===== src/sv/jfop_pkg.sv =====
`timescale 1ns / 1ps
// ----------------------------------------------------------------------------
// jfop_pkg - shared types and constants for the job queue
// Request codes, port field widths, controller states and the
// command/status bundles between controller and datapath.
// ----------------------------------------------------------------------------
package jfop_pkg;

  localparam int DEF_QUEUE_DEPTH = 256;
  localparam int DEF_OWNER_WIDTH = 16;
  localparam int DEF_ARG_WIDTH   = 32;

  // port field widths
  localparam int REQ_W        = 2;
  localparam int OWNER_PORT_W = 16;
  localparam int CODE_W       = 16;
  localparam int ARG_PORT_W   = 32;
  localparam int FILL_W       = 9;
  localparam int S_TDATA_W    = 64;
  localparam int S_TUSER_W    = 2;
  localparam int M_TDATA_W    = 80;
  localparam int M_TUSER_W    = 2;

  typedef logic [REQ_W-1:0] req_t;
  localparam req_t REQ_PUSH  = 2'd0;
  localparam req_t REQ_PRUNE = 2'd1;
  localparam req_t REQ_POP   = 2'd2;

  typedef enum logic [2:0] {
    ST_IDLE,
    ST_DECODE,
    ST_POP_DATA,
    ST_SCAN,
    ST_PRUNE_DONE
  } state_t;

  typedef struct packed {
    logic latch_req;
    logic do_push;
    logic pop_issue;
    logic pop_commit;
    logic scan_init;
    logic scan_read;
    logic scan_check;
    logic prune_commit;
    logic load_out;
  } cmd_t;

  typedef struct packed {
    req_t req_type;
    logic empty;
    logic scan_more;
  } stat_t;

endpackage


===== src/sv/jfop_ctrl.sv =====
`timescale 1ns / 1ps
// ----------------------------------------------------------------------------
// jfop_ctrl - request sequencer for the job queue
// Walks each request through decode, any memory read it needs and result
// load; owns the output valid flag and the prune read pipeline flag.
// ----------------------------------------------------------------------------
module jfop_ctrl import jfop_pkg::*; (
  input  logic  clk,
  input  logic  rst,
  input  logic  s_tvalid,
  output logic  s_tready,
  output logic  m_tvalid,
  input  logic  m_tready,
  input  stat_t stat,
  output cmd_t  cmd
);

  state_t state, state_next;
  logic   rd_pend, rd_pend_next;
  logic   m_tvalid_next;
  logic   out_free;

  always_ff @(posedge clk) begin
    if (rst) begin
      state    <= ST_IDLE;
      rd_pend  <= 1'b0;
      m_tvalid <= 1'b0;
    end else begin
      state    <= state_next;
      rd_pend  <= rd_pend_next;
      m_tvalid <= m_tvalid_next;
    end
  end

  always_comb begin
    state_next   = state;
    cmd          = '0;
    s_tready     = 1'b0;
    rd_pend_next = 1'b0;
    out_free     = !m_tvalid || m_tready;
    case (state)
      ST_IDLE: begin
        s_tready = 1'b1;
        if (s_tvalid) begin
          cmd.latch_req = 1'b1;
          state_next    = ST_DECODE;
        end
      end
      ST_DECODE: begin
        case (stat.req_type)
          REQ_PUSH: begin
            if (out_free) begin
              cmd.do_push  = 1'b1;
              cmd.load_out = 1'b1;
              state_next   = ST_IDLE;
            end
          end
          REQ_PRUNE: begin
            cmd.scan_init = 1'b1;
            state_next    = ST_SCAN;
          end
          REQ_POP: begin
            if (!stat.empty) begin
              cmd.pop_issue = 1'b1;
              state_next    = ST_POP_DATA;
            end else if (out_free) begin
              cmd.load_out = 1'b1;
              state_next   = ST_IDLE;
            end
          end
          default: begin
            if (out_free) begin
              cmd.load_out = 1'b1;
              state_next   = ST_IDLE;
            end
          end
        endcase
      end
      ST_POP_DATA: begin
        if (out_free) begin
          cmd.pop_commit = 1'b1;
          cmd.load_out   = 1'b1;
          state_next     = ST_IDLE;
        end
      end
      ST_SCAN: begin
        // read entry i while checking entry i-1
        cmd.scan_read  = stat.scan_more;
        cmd.scan_check = rd_pend;
        rd_pend_next   = stat.scan_more;
        if (!stat.scan_more && !rd_pend) begin
          state_next = ST_PRUNE_DONE;
        end
      end
      ST_PRUNE_DONE: begin
        if (out_free) begin
          cmd.prune_commit = 1'b1;
          cmd.load_out     = 1'b1;
          state_next       = ST_IDLE;
        end
      end
      default: begin
        state_next = ST_IDLE;
      end
    endcase
    m_tvalid_next = cmd.load_out ? 1'b1 : (m_tready ? 1'b0 : m_tvalid);
  end

  a_check_follows_read: assert property (@(posedge clk) disable iff (rst)
    cmd.scan_check |-> $past(cmd.scan_read))
    else $error("prune check without a read in the previous cycle");

  a_single_op: assert property (@(posedge clk) disable iff (rst)
    $onehot0({cmd.do_push, cmd.pop_issue, cmd.pop_commit, cmd.scan_init, cmd.prune_commit}))
    else $error("more than one queue operation in a cycle");

  a_load_needs_slot: assert property (@(posedge clk) disable iff (rst)
    cmd.load_out |-> (!m_tvalid || m_tready))
    else $error("result loaded over an untaken result");

endmodule


===== config.mk =====
export PLATFORM = sky130hd
export DESIGN_NAME = jfop_ctrl
export DESIGN_NICKNAME = d
export VERILOG_FILES = /design/src/sv/jfop_pkg.sv /design/src/sv/jfop_ctrl.sv
export SDC_FILE = /design/constraint.sdc
export NUM_CORES = 1
export LEC_CHECK = 0
export BUFFER_PORTS_ARGS = -buffer_cell sky130_fd_sc_hd__buf_2
export CORE_MARGIN = 2
export CORE_UTILIZATION = 25
export CTS_BUF_LIST = sky130_fd_sc_hd__clkbuf_16
export DETAILED_ROUTE_END_ITERATION = 8
export GPL_TIMING_DRIVEN = 1
export PLACE_DENSITY_LB_ADDON = 0.05
export SETUP_SLACK_MARGIN = 0.4
export SYNTH_ARGS = -nofsm -noshare
export SYNTH_HDL_FRONTEND = slang
export SYNTH_SLANG_ARGS = --single-unit

===== constraint.sdc =====
create_clock -name clk -period 1.05 [get_ports clk]
set_input_delay 0 -clock clk [delete_from_list [all_inputs] [get_ports clk]]
set_output_delay 0 -clock clk [all_outputs]
set_load 0.02 [all_outputs]

==> flow_metrics.tcl, run 1 <==
set metrics [dict create \
    status "finished, violations left" \
    violations "negative hold slack, negative setup slack" \
    avgSynthCellArea_um2 8.50 \
    slew_headroom 0.808 \
    synth-seq-cells 5 \
    ant_nets 0 \
    power_density_nw_per_um2 1310 \
    fillers 141 \
    setup_viol 12 \
    vias_per_cell 4.76 \
    hpwl_um 766 \
    gr-total-overflow 0 \
    vdd_drop_max_mv 0.748 \
    finalHoldViolations 3 \
    wire_per_inst_um 11.6 \
    yosysSeqAreaShare 0.268 \
    p_int_mw 0.773 \
    regArea_um2 110 \
    drv_cap 0 \
    ys_async_sr_fraction 0 \
    crit_arrival_ns 1.25 \
    fp.dieH_um 42.7 \
    end_kind "output port" \
    start_kind "flop" \
    synth.distinct_cells 25 \
    switching_share 0.203 \
    syn-cell-area_um2 374 \
    critical_path_required_ns 1.05 \
    setup-tns-final_ns -1.32 \
    most-common-layout-cells "buf_4 (10), buf_2 (9), buf_6 (7)" \
    cts.sinks 5 \
    worst_slew_pin_slew_ns 0.286 \
    power_frac_seq 0.209 \
    fmax_ghz 0.797 \
    place_ws_ns -0.0758 \
    switching_power_mw 0.197 \
    portBuffers 18 \
    grt_pass1_wl_mm 1.73 \
    vias 419 \
    ys.warnings.count 0 \
    grt_max_degree 7 \
    initial_utilization 0.277 \
    synthFlopType "dfxtp_1" \
    synth_edf_count 0 \
    rsz0062_at_grt "true" \
    min_period_over_period 1.20 \
    synthToLayoutAreaGrowth_pct 97.3 \
    period_needed_ns 1.25 \
    maxSlewViolCount 0 \
    die_x_um 42.7 \
    nets 85 \
    skew_ns 0.000144 \
    power.leakage_nw 0.352 \
    tritoncts "done" \
    layout-drive-gt1-share 0.726 \
    power_frac_comb 0.164 \
    root_buffer "clkbuf_16" \
    finalWorstSetupSlack_ns -0.205 \
    drt_pass1_iterations 4 \
    core_um2 1350 \
    drc 0 \
    grt_usage 0.130 \
    mostFrequentLayoutCell "buf_4" \
    placed_area_um2 569 \
    syn-num-nets 55 \
    crit_path_max_fanout 6 \
    fin_area_um2 738 \
    multi_input_area_um2 324 \
    whs_ns -0.00382 \
    first_iter_violations 5 \
    gp_congestion 0.688 \
    finalWirelength_mm 1.03 \
    critical_path_class "reg -> out" \
    hp-class "in -> reg" \
    h-tree-depth 1 \
    std_cell_rows 13 \
    pwr-share-clk 0.627 \
    antenna_found_initial 0 \
    die_area_um2 1820 \
    clock_path_buffers 2 \
    cts.reportedPaths.clkPinSlew_ns 0.03 \
    grt_pass1_vias 412 \
    clkLatencyLatePin_ns 0.22 \
    insertedDiodeCount 0 \
    ios 19 \
    numCtsBuffers 3 \
    syn_inst 44 \
]
Yosys cell counts, types with 2 or more instances:
master / count / share of area
nand2b_1: 2 / 0.033
a31oi_1: 2 / 0.033
inv_1: 2 / 0.020
nor2b_1: 3 / 0.050
and2_1: 5 / 0.084
nor2_1: 3 / 0.030
dfxtp_1: 5 / 0.27
ha_1: 3 / 0.10
nor3_1: 2 / 0.027
nor3b_1: 2 / 0.040
power by group through the flow:
stage / registers [mW] / clock network (mW) / logic [mW]
3_3_place_gp: 0.206 / 0 / 0.132
3_5_place_dp: 0.206 / 0 / 0.133
5_1_grt: 0.204 / 0.639 / 0.173
4_1_cts: 0.203 / 0.617 / 0.160
2_1_floorplan: 0.207 / 0 / 0.0835
6_report: 0.203 / 0.608 / 0.159
per-stage QoR:
step                 util  power (mW)  std cells
floorplan               -       0.291         44
global placement    0.422       0.338         80
detailed placement  0.422       0.339         80
CTS                 0.547       0.980         88
global route        0.547        1.02         88
finish              0.547       0.970         88
layer usage:
layer  global-route usage  up-vias  wire length, um
met3               0.0638        2               55
li1                     -      214                -
met1                0.147      190              461
met5                    0        -                0
met2                0.206       13              499
met4               0.0563        0                8
state kept, by name, summed over array words and instances, names as in the netlist:
signal    count
m_tvalid      1
state         3
rd_pend       1
critical path, cell delays in order, from the launching register on:
cell and delay, ns:
dfxtp_4 0.37, nor3b_4 0.28, a211oi_2 0.12, nor2_1 0.10
buf_4 0.15
final timing paths:
check / cells after the start / slack, ns / startpoint / end
max reg2reg: 4 / -0.10 / state[0]$_SDFFE_PP0P_ / state[0]$_SDFFE_PP0P_
min reg2reg: 2 / 0.57 / m_tvalid$_SDFFE_PP0P_ / m_tvalid$_SDFFE_PP0P_
max: 4 / -0.20 / state[0]$_SDFFE_PP0P_ / cmd[0]
min: 2 / -0.004 / rst / state[0]$_SDFFE_PP0P_
area by class of cell:
| type | count | area share |
|---|---|---|
| multi-input cells | 36 | 0.439 |
| repair buffers | 26 | 0.269 |
| flip-flops and latches | 5 | 0.149 |
| clock buffers | 3 | 0.102 |
| well taps | 15 | 0.0254 |
| inverters | 2 | 0.0102 |
| clock inverters | 1 | 0.00508 |
logic make-up (layout without fill, tap and decap cells):
group,after synthesis,in the layout,share of synthesized area
AND/OR/NAND/NOR,24,24,0.418
AO/OA/AOI/OAI,9,9,0.174
flip-flops,5,5,0.268
adder cells (fa/ha/maj),3,3,0.100
buffers and inverters,3,32,0.0401
what timing repair did:
| item | CTS | global route |
|---|---|---|
| resized for setup | 20 | 0 |
| endpoints found under the setup margin | 16 | 16 |
| buffers inserted | 4 | 0 |
| pin swaps | 6 | 3 |
| hold endpoints to repair | 2 | 0 |
(Power assumes the default switching activity.)
==> run 2, diff against run 1 <==
--- a/config.mk
+++ b/config.mk
@@ -5,7 +5,7 @@
 export SDC_FILE = /design/constraint.sdc
 export NUM_CORES = 1
 export LEC_CHECK = 0
-export BUFFER_PORTS_ARGS = -buffer_cell sky130_fd_sc_hd__buf_2
+export BUFFER_PORTS_ARGS = -buffer_cell sky130_fd_sc_hd__buf_4
 export CORE_MARGIN = 2
 export CORE_UTILIZATION = 25
 export CTS_BUF_LIST = sky130_fd_sc_hd__clkbuf_16
==> flow_metrics.tcl, run 2 (same netlist as run 1, synthesis figures left out) <==
set metrics [dict create \
    h-tree-depth 1 \
    critical_path_required_ns 1.05 \
    hpwl_um 731 \
    place_ws_ns -0.0478 \
    finalHoldViolations 5 \
    skew_ns 0.000432 \
    finalWorstSetupSlack_ns -0.219 \
    numCtsBuffers 3 \
    layout-drive-gt1-share 0.740 \
    power.leakage_nw 0.364 \
    fmax_ghz 0.788 \
    most-common-layout-cells "buf_4 (15), buf_6 (11), and2_4 (5)" \
    regMostFlops "state" \
    initial_utilization 0.277 \
    fin_area_um2 792 \
    holdPathStages 2 \
    mostFrequentLayoutCell "buf_4" \
    whs_ns -0.0319 \
    gr-total-overflow 0 \
    synthToLayoutAreaGrowth_pct 112 \
    drc 0 \
    placed_area_um2 614 \
    insertedDiodeCount 0 \
    gp_congestion 0.696 \
    die_x_um 42.7 \
    maxSlewViolCount 0 \
    fin_cells 88 \
    critPathSlowestCell "dfxtp_4" \
    wire_per_inst_um 12.2 \
    grt_usage 0.126 \
    crit_path_cell_trace "nor3b_4 > buf_6 > and3_4 > buf_6" \
    crit_path_max_fanout 4 \
    end_kind "output port" \
    critical_path_class "reg -> out" \
    largest_reg_flops 3 \
    crit_top_cell "buf_6" \
    first_iter_violations 4 \
    power_density_nw_per_um2 1260 \
    drv_cap 0 \
    fillers 130 \
    total_power_mw 0.996 \
    fp.dieH_um 42.7 \
    tritoncts "done" \
    ios 19 \
    hp-start "rst" \
    start_kind "flop" \
    ant_nets 0 \
    cts.reportedPaths.clkPinSlew_ns 0.03 \
    nets 85 \
    clock_path_buffers 2 \
    hp-class "in -> reg" \
    setup_viol 13 \
    status "finished, violations left" \
    std_cell_rows 13 \
    dp.cells 80 \
    vdd_drop_max_mv 0.838 \
    reg2reg_from "state[0]$_SDFFE_PP0P_" \
    rsz0062_at_grt "true" \
    die_area_um2 1820 \
    grt_max_degree 7 \
    slew_headroom 0.807 \
    core_um2 1350 \
    grt_pass1_wl_mm 1.71 \
    violations "negative hold slack, negative setup slack" \
    vias_per_cell 4.82 \
    vias 424 \
    fin_util 0.587 \
    min_period_over_period 1.21 \
    portBuffers 18 \
    period_needed_ns 1.27 \
    setup-tns-final_ns -1.93 \
    worst_slew_pin_slew_ns 0.289 \
    crit_arrival_ns 1.27 \
    cts.sinks 5 \
    root_buffer "clkbuf_16" \
    drt_pass1_iterations 4 \
    top_regs "state x3, m_tvalid x1, rd_pend x1" \
    finalWirelength_mm 1.08 \
    max_stage_delay_ns 0.36 \
    grt_pass1_vias 406 \
    crit_path_start "state[0]$_SDFFE_PP0P_" \
    antenna_found_initial 0 \
    clkLatencyLatePin_ns 0.23 \
    reg2regPathDepth 5 \
]
## run 2: final cells by class
type                    count  area (um2)  share of cell area
inverters                   2        7.51             0.00948
repair buffers             26         236               0.299
clock buffers               3        75.1              0.0948
flip-flops and latches      5         110               0.139
multi-input cells          36         340               0.430
well taps                  15        18.8              0.0237
clock inverters             1        3.75             0.00474
## run 2: final timing paths
| check | endpoint | slack (ns) |
|---|---|---|
| max reg2reg | state[2]$_SDFFE_PP0P_ | -0.13 |
| min | state[1]$_SDFFE_PP0P_ | -0.03 |
| min reg2reg | m_tvalid$_SDFFE_PP0P_ | 0.59 |
| max | cmd[7] | -0.22 |
## run 2: power breakdown
part / internal, mW / switching [mW]
sequential: 0.195 / 0.00723
combinational: 0.101 / 0.0780
clock: 0.493 / 0.122
total: 0.788 / 0.207
## run 2: critical path, delay by kind of cell, from the launching register on
family | cells | cell delay (ns)
buffers and inverters | 2 | 0.26
and+or+nand+nor | 2 | 0.42
DFF | 1 | 0.36
## run 2: what timing repair did
| item | CTS | global route |
|---|---|---|
| hold endpoints to repair | 5 | 4 |
| gates resized for setup | 11 | 7 |
| pin swaps | 5 | 4 |
| buffers inserted | 3 | 1 |
| setup endpoints to repair | 16 | 16 |
| cloned | 0 | 0 |
## run 2: per-layer routing
layer  track usage  share of wire
met5             0              0
met4        0.0750          0.010
met3        0.0383          0.075
met2         0.191           0.46
met1         0.155           0.45
